**config.mk**
```make
export PLATFORM = sky130hd
export DESIGN_NAME = hacc_ctrl
export DESIGN_NICKNAME = d
export VERILOG_FILES = /design/src/design/hacc_pkg.sv /design/src/design/hacc_ctrl.sv
export SDC_FILE = /design/constraint.sdc
export NUM_CORES = 1
export LEC_CHECK = 0
export BUFFER_PORTS_ARGS = -buffer_cell sky130_fd_sc_hd__buf_2
export CAP_MARGIN = 20
export CORE_AREA = 5 5 42 44
export DETAILED_ROUTE_END_ITERATION = 10
export DIE_AREA = 0 0 47 49
export GPL_ROUTABILITY_DRIVEN = 0
export GPL_TIMING_DRIVEN = 0
export PLACE_DENSITY_LB_ADDON = 0.2
export SYNTH_ARGS = -nofsm -noshare
export SYNTH_HDL_FRONTEND = slang
export SYNTH_SLANG_ARGS = --single-unit
```
**constraint.sdc**
```tcl
create_clock -name clock -period 1.1 [get_ports clock]
set_input_delay 0.33 -clock clock [delete_from_list [all_inputs] [get_ports clock]]
set_output_delay 0.33 -clock clock [all_outputs]
set_load 0.03 [all_outputs]
```
**src/design/hacc_pkg.sv**
```systemverilog
`timescale 1ns / 1ps

package hacc_pkg;

   localparam int BINS        = 256;
   localparam int SAMPLE_BITS = 16;
   localparam int BIN_BITS    = $clog2(BINS);
   localparam int SQ_BITS     = 2 * SAMPLE_BITS;
   localparam int WIDE_BITS   = 18;

   localparam logic signed [15:0] RANGE_MIN_RST = 16'sd0;
   localparam logic signed [15:0] RANGE_MAX_RST = 16'sd255;

   localparam logic CSR_RANGE_MIN = 1'b0;
   localparam logic CSR_RANGE_MAX = 1'b1;

   typedef enum logic [1:0] {
      CMD_CLEAR = 2'd0,
      CMD_ADD   = 2'd1,
      CMD_READ  = 2'd2
   } cmd_type;

   typedef enum logic [1:0] {
      STAT_OK     = 2'd0,
      STAT_RANGE  = 2'd1,
      STAT_CONFIG = 2'd2,
      STAT_FULL   = 2'd3
   } status_type;

   typedef enum logic [1:0] {
      FSM_IDLE   = 2'd0,
      FSM_LOOKUP = 2'd1,
      FSM_APPLY  = 2'd2
   } state_type;

   typedef struct packed {
      cmd_type            command;
      logic signed [15:0] sample;
      logic [7:0]         bin_index;
   } req_word_type;

   typedef struct packed {
      status_type         status;
      logic [31:0]        bin_count;
      logic [31:0]        total_count;
      logic signed [47:0] value_sum;
      logic [62:0]        square_sum;
      logic [31:0]        peak_count;
   } rsp_word_type;

   typedef struct packed {
      logic load;
      logic lookup;
      logic apply;
   } ctl_type;

endpackage

```
**src/design/hacc_ctrl.sv**
```systemverilog
`timescale 1ns / 1ps

module hacc_ctrl
   import hacc_pkg::*;
(
   input  logic    clock,
   input  logic    reset,
   input  logic    req_valid,
   output logic    req_stall,
   output logic    rsp_valid,
   input  logic    rsp_stall,
   output ctl_type ctl
);

   state_type state_ff, state_in;
   logic      rsp_valid_ff, rsp_valid_in;
   logic      out_free;

   assign out_free = !rsp_valid_ff || !rsp_stall;

   always_comb begin
      state_in = state_ff;
      unique case (state_ff)
         FSM_IDLE: begin
            if (req_valid) state_in = FSM_LOOKUP;
         end
         FSM_LOOKUP: begin
            state_in = FSM_APPLY;
         end
         FSM_APPLY: begin
            if (out_free) state_in = FSM_IDLE;
         end
         default: begin
            state_in = FSM_IDLE;
         end
      endcase
   end

   always_comb begin
      ctl = '0;
      req_stall = 1'b1;
      unique case (state_ff)
         FSM_IDLE: begin
            req_stall = 1'b0;
            ctl.load  = req_valid;
         end
         FSM_LOOKUP: begin
            ctl.lookup = 1'b1;
         end
         FSM_APPLY: begin
            ctl.apply = out_free;
         end
         default: begin
            req_stall = 1'b1;
         end
      endcase
      rsp_valid_in = ctl.apply || (rsp_valid_ff && rsp_stall);
   end

   always_ff @(posedge clock) begin
      if (reset) begin
         state_ff     <= FSM_IDLE;
         rsp_valid_ff <= 1'b0;
      end else begin
         state_ff     <= state_in;
         rsp_valid_ff <= rsp_valid_in;
      end
   end

   assign rsp_valid = rsp_valid_ff;

endmodule

```
* Word level (Yosys, flattened, before mapping)
Cells that the tools add are included.
** Operators by class
- Multiplexer cells :: 7
- Equal/unequal tests :: 4
- Reductions and logical operators :: 7
** Operators by type and width (number)
- 2-bit case mux with 3 select lines :: 1
- 1-bit two-way mux :: 4
- 2-bit two-way mux :: 2
- 2-bit != test, second input constant :: 2
- 2-bit by 1-bit equality test with 1-bit output, second input constant :: 1
- 2-bit equality test, second input constant :: 1
- 1-bit zero test :: 2
- 2-bit zero test :: 1
- 1-bit logical OR :: 2
- 2-bit AND reduction :: 1
- 1-bit logical AND :: 1
** Storage, ports and cells
- Flip-flop bits (word level) :: 3
- Input bits :: 4
- Logic and storage cells :: 20
- Output and inout bits :: 5

* Depth between registers and ports, before layout
Gate-level depths: netlist of the first run.
- Word-level depth :: 4
- Mapped depth :: 3

* Worst setup path after synthesis of the first run
Ideal clock, no wire load.
- Path kind :: register -> output
- Start :: register rsp_valid_ff, in the netlist rsp_valid
- End :: output port ctl[0] (netlist name)
- Setup slack :: -193 ps
- Data arrival time :: 963 ps
- Data required time :: 770 ps
- Stages on the path, launching flop included :: 2
- Cells stage by stage :: dfxtp_1 a21oi_1
** RTL lines
- start, declared :: line hacc_ctrl.sv:16 : logic rsp_valid_ff, rsp_valid_in;
- start signal, assigned :: line hacc_ctrl.sv:66 : rsp_valid_ff <= rsp_valid_in;
- end, declared :: line hacc_ctrl.sv:12 : output ctl_type ctl

==> results of run 1 <==
-- per-stage QoR --
step	cell area, sq um	TNS, ns
6_report	314	-0.788
5_1_grt	314	-0.951
4_1_cts	303	-0.854
3_5_place_dp	201	-0.171
3_3_place_gp	201	-0.145
2_1_floorplan	141	-0.0454
-- power by group --
part | switching, mW | internal, mW | total (mW)
clock network | 0.0550 | 0.136 | 0.191
logic | 0.0442 | 0.0523 | 0.0965
registers | 0.00891 | 0.113 | 0.122
total | 0.108 | 0.301 | 0.409
-- kinds of logic (layout without fill, tap and decap cells) --
kind of cell,after synthesis,in the layout,synth area share
AOI/OAI and AO/OA,3,3,0.109
buffers and inverters,2,17,0.0818
DFF,3,3,0.436
and+or+nand+nor,7,7,0.373
-- critical path: stages, from the launching register on --
cell and delay [ns]:
dfxtp_4 0.35, nand2b_4 0.14, a21oi_2 0.12, buf_6 0.14
-- cells in the mapped netlist --
cell	count	area, sq um
and2b_1	1	7.51
dfxtp_1	3	60.1
nand4b_1	1	8.76
nor3b_2	1	12.5
nand2_1	1	3.75
inv_1	1	3.75
nand2b_1	2	12.5
a21oi_1	3	15.0
buf_4	1	7.51
or2_2	1	6.26
-- layer usage --
| metal | wire length [um] | part of all wire |
|---|---|---|
| met5 | 0 | 0 |
| met4 | 0 | 0 |
| met3 | 52 | 0.11 |
| met2 | 190 | 0.42 |
| met1 | 210 | 0.46 |
-- flip-flops by register name, summed over array words and instances (netlist names) --
| register | flops |
|---|---|
| rsp_valid | 1 |
| state_ff | 2 |
-- worst min-delay path by stage --
stage	start	endpoint	slack, ns	depth (start not counted)
3_5_place_dp	rsp_valid	rsp_valid	0.50	2
5_1_grt	reset	state_ff[1]	0.29	2
2_1_floorplan	reset	rsp_valid	0.40	1
6_report	reset	state_ff[1]	0.28	2
4_1_cts	reset	state_ff[1]	0.27	2
3_3_place_gp	rsp_valid	rsp_valid	0.50	2
-- cell usage in the layout (no fill, tap or decap) --
cell type | synthesis | final
clkbuf_4 | 0 | 3
dfxtp_2 | 0 | 1
dfxtp_4 | 0 | 2
nand2b_4 | 0 | 2
buf_4 | 1 | 4
nand2_1 | 1 | 1
a21oi_2 | 0 | 1
nor3b_4 | 0 | 1
inv_2 | 0 | 1
nand4b_1 | 1 | 1
or2_4 | 0 | 1
clkbuf_1 | 0 | 1
a21oi_1 | 3 | 2
buf_6 | 0 | 5
buf_2 | 0 | 3
and2b_1 | 1 | 1
-- layout make-up --
class	count	area [sq um]
Multi-Input combinational cell	10	93.8
Timing Repair Buffer	12	101
Sequential cell	3	68.8
Fill cell	161	1090
Tap cell	16	20.0
Clock buffer	4	26.3
Inverter	1	3.75
-- timing repair --
action                                  4_1_cts  5_1_grt
endpoints found under the setup margin        5        5
pin swaps                                     2        1
gates resized for setup                      19        1
buffers inserted                              3        1
==> reports/qor.yml, run 1 <==
status: "complete, but fails checks"
violations: "negative setup slack"
port_buffers: 8
clock_skew_ns: 0.00101
postRouteAntennaNets: 0
holdBufCountCts: 0
start_kind: "register"
die_area_sq_mm: 0.00230
core_area_sq_mm: 0.00140
clk_path_buf_depth: 2
ys_types: 10
met1_usage: 0.0527
antenna_found_initial: 0
cts_tree: "built"
fin_cells: 46
cp-endpoint: "ctl[0]"
finalMaxSlewViolations: 0
min_path_type: "in -> reg"
h-tree-depth: 1
place_inst: 39
grt_pass1_wl_um: 745
drive_gt1_frac: 0.800
worstMarginPinSlew_ns: 0.179
cts_sinks: 3
die_h_um: 49
vias: 156
ys_warn_count: 0
critical_path_required_ns: 0.77
clkTransAtPathRegs_ns: 0.04
crit_path_end_kind: "output port"
drt-vias-per-instance: 3.39
syn_avg_cell_area_sq_um: 9.18
ir_drop_mv: 0.558
wl_per_cell_um: 9.85
gr-max-usage-layer: "met2"
grt_use_met2: 0.0588
synth_cells: 15
grt_util_met3: 0.0185
dp_slack_ns: -0.0711
dp_hpwl_um: 277
pin_count: 9
synth_area_sq_um: 138
finalPower_mw: 0.409
drt_iter0_drc: 1
p_leak_nw: 0.138
fp-row-count: 14
drc: 0
cts_buffers: 3
rsz0062_at_grt: "yes"
gr-total-overflow: 0
ff2ff_path_depth: 4
fin_util: 0.224
fin_ws_ns: -0.217
seq_area_frac_synth: 0.436
track_usage: 0.0472
grt_max_degree: 6
max_freq_ghz: 0.759
hold_viol: 0
clock_latency_ns: 0.23
power_density_mw_per_mm2: 1300
crit_type: "reg -> out"
layout_min_cycle_time_ns: 1.32
clockRootBuffer: "clkbuf_4"
dr.pass1.iters: 2
setup_viol: 4
cap_violations: 0
synth-seq-cells: 3
die_width_um: 47
critical_path.max_fanout: 5
cp-startpoint: "state_ff[0]"
grt_pass1_vias: 187
num_antenna_cells: 0
floorplan.initialDensity: 0.0982
drt_wl_total_um: 453
r2r-start: "state_ff[0]"
nets: 35
area_delta_synth_final_pct: 128
max_slew_margin: 0.880
r2r_end: "rsp_valid"
reg2reg_slack_ns: 0.16
period_share: 1.20
hold_ws_ns: 0.284
synth_nets: 19
critPathArrivalTime_ns: 0.99
Power figures use the tool's default switching activity.
==> run 2, diff against run 1 <==
PLACE_DENSITY_LB_ADDON = 0.15   (was 0.2)
==> reports/qor.yml, run 2 (synthesized netlist as in run 1, its figures left out) <==
pwr-share-comb: 0.222  # was 0.236
num_antenna_cells: 0  # unchanged
clock_skew_ns: 0.00208  # was 0.00101 ns
cts_buffers: 3  # unchanged
dr.pass1.iters: 1  # was 2
drt_iter0_drc: 0  # was 1
start_kind: "register"  # unchanged
period_share: 1.18  # was 1.20
dp_slack_ns: -0.0672  # was -0.0711 ns
grt_pass1_wl_um: 600  # was 745 um
pwr-share-seq: 0.303  # was 0.298
hold_viol: 0  # unchanged
drc: 0  # unchanged
clockRootBuffer: "clkbuf_4"  # unchanged
critical_path.max_fanout: 5  # unchanged
layout_common_cells: "buf_6 (4), buf_4 (4), clkbuf_4 (3), buf_2 (3)"  # was buf_6 (5), buf_4 (4), clkbuf_4 (3), buf_2 (3)
cap_violations: 0  # unchanged
layout_min_cycle_time_ns: 1.30  # was 1.32 ns
track_usage: 0.0394  # was 0.0472
drt-vias-per-instance: 3.27  # was 3.39
grt_max_degree: 6  # unchanged
die_area_sq_mm: 0.00230  # unchanged
fin_ws_ns: -0.200  # was -0.217 ns
max_freq_ghz: 0.769  # was 0.759 GHz
regMostFlops: "state_ff"  # unchanged
place_area_sq_um: 201  # unchanged
crit_path_end_kind: "output port"  # unchanged
fp-row-count: 14  # unchanged
power_density_mw_per_mm2: 1340  # was 1300 mW/mm^2
drt_wl_total_um: 343  # was 453 um
gr-total-overflow: 0  # unchanged
finalMaxSlewViolations: 0  # unchanged
wl_per_cell_um: 7.62  # was 9.85 um
p_clk_frac: 0.474  # was 0.466
cts_sinks: 3  # unchanged
pin_count: 9  # unchanged
dp_hpwl_um: 280  # was 277 um
clkTransAtPathRegs_ns: 0.04  # about the same
p_switching_mw: 0.101  # was 0.108 mW
clk_path_buf_depth: 2  # unchanged
drive_gt1_frac: 0.793  # was 0.800
grt_pass1_vias: 151  # was 187
cts_tree: "built"  # unchanged
setup_tns_ns: -0.745  # was -0.788 ns
rsz0062_at_grt: "yes"  # unchanged
critPathArrivalTime_ns: 0.97  # was 0.99 ns
floorplan.initialDensity: 0.0982  # unchanged
clock_latency_ns: 0.23  # about the same
core_area_sq_mm: 0.00140  # unchanged
status: "complete, but fails checks"  # unchanged
postRouteAntennaNets: 0  # unchanged
swShare: 0.255  # was 0.264
antenna_found_initial: 0  # unchanged
die_h_um: 49  # unchanged
p_leak_nw: 0.132  # was 0.138 nW
area_delta_synth_final_pct: 115  # was 128%
fin_util: 0.212  # was 0.224
vias: 147  # was 156
port_buffers: 8  # unchanged
max_slew_margin: 0.896  # was 0.880
min_path_type: "in -> reg"  # unchanged
h-tree-depth: 1  # unchanged
fin_area_sq_um: 297  # was 314 sq um
setup_viol: 4  # unchanged
largest_reg_flops: 2  # unchanged
worstMarginPinSlew_ns: 0.155  # was 0.179 ns
ir_drop_mv: 0.333  # was 0.558 mV
violations: "negative setup slack"  # unchanged
nets: 34  # was 35
critical_path_required_ns: 0.77  # about the same
crit_type: "reg -> out"  # unchanged
die_width_um: 47  # unchanged
internal_power_mw: 0.296  # was 0.301 mW
run 2: timing repair:
| item | 4_1_cts | 5_1_grt |
|---|---|---|
| buffers inserted | 3 | 0 |
| hold buffers | 0 | 0 |
| pin swaps | 1 | 1 |
| endpoints found under the hold margin | 0 | 0 |
| gates resized for setup | 18 | 0 |
| setup endpoints to repair | 5 | 4 |
run 2: path summary, 6_finish.rpt:
check / from / to / slack, ns / depth (start not counted)
min reg2reg: rsp_valid / rsp_valid / 0.49 / 2
max reg2reg: state_ff[1] / state_ff[0] / 0.25 / 3
max: state_ff[1] / ctl[2] / -0.20 / 2
min: reset / state_ff[1] / 0.28 / 2
run 2: stage by stage:
| step | hold WS [ns] | total power [mW] | cells |
|---|---|---|---|
| after global routing | 0.279 | 0.424 | 45 |
| after global placement | 0.497 | 0.184 | 39 |
| after detailed placement | 0.498 | 0.185 | 39 |
| final | 0.281 | 0.397 | 45 |
| after CTS | 0.273 | 0.413 | 45 |
| after floorplan | 0.399 | 0.164 | 15 |
run 2: layer usage:
metal	track usage	routed length, um	up-vias
li1	-	-	77
met1	0.0350	107	66
met2	0.0543	200	4
met3	0.0148	35	0
met4	0.0553	0	0
met5	0	0	-
run 2: critical path, cell delays in order (launching register included):
cell and delay (ns):
dfxtp_4 0.35, nor3b_2 0.20, buf_4 0.19
run 2: power by group through the flow:
stage / clock (mW) / combinational, mW / sequential, mW
2_1_floorplan: 0 / 0.0403 / 0.123
3_3_place_gp: 0 / 0.0619 / 0.122
3_5_place_dp: 0 / 0.0625 / 0.122
4_1_cts: 0.203 / 0.0899 / 0.120
5_1_grt: 0.208 / 0.0944 / 0.122
6_report: 0.188 / 0.0882 / 0.120
run 2: area by class of cell:
type,instances,area [sq um]
clock buffer,4,26.3
multi-input combinational,10,87.6
fill,161,1100
timing repair buffer,11,90.1
inverter,1,3.75
sequential,3,68.8
tap,16,20.0
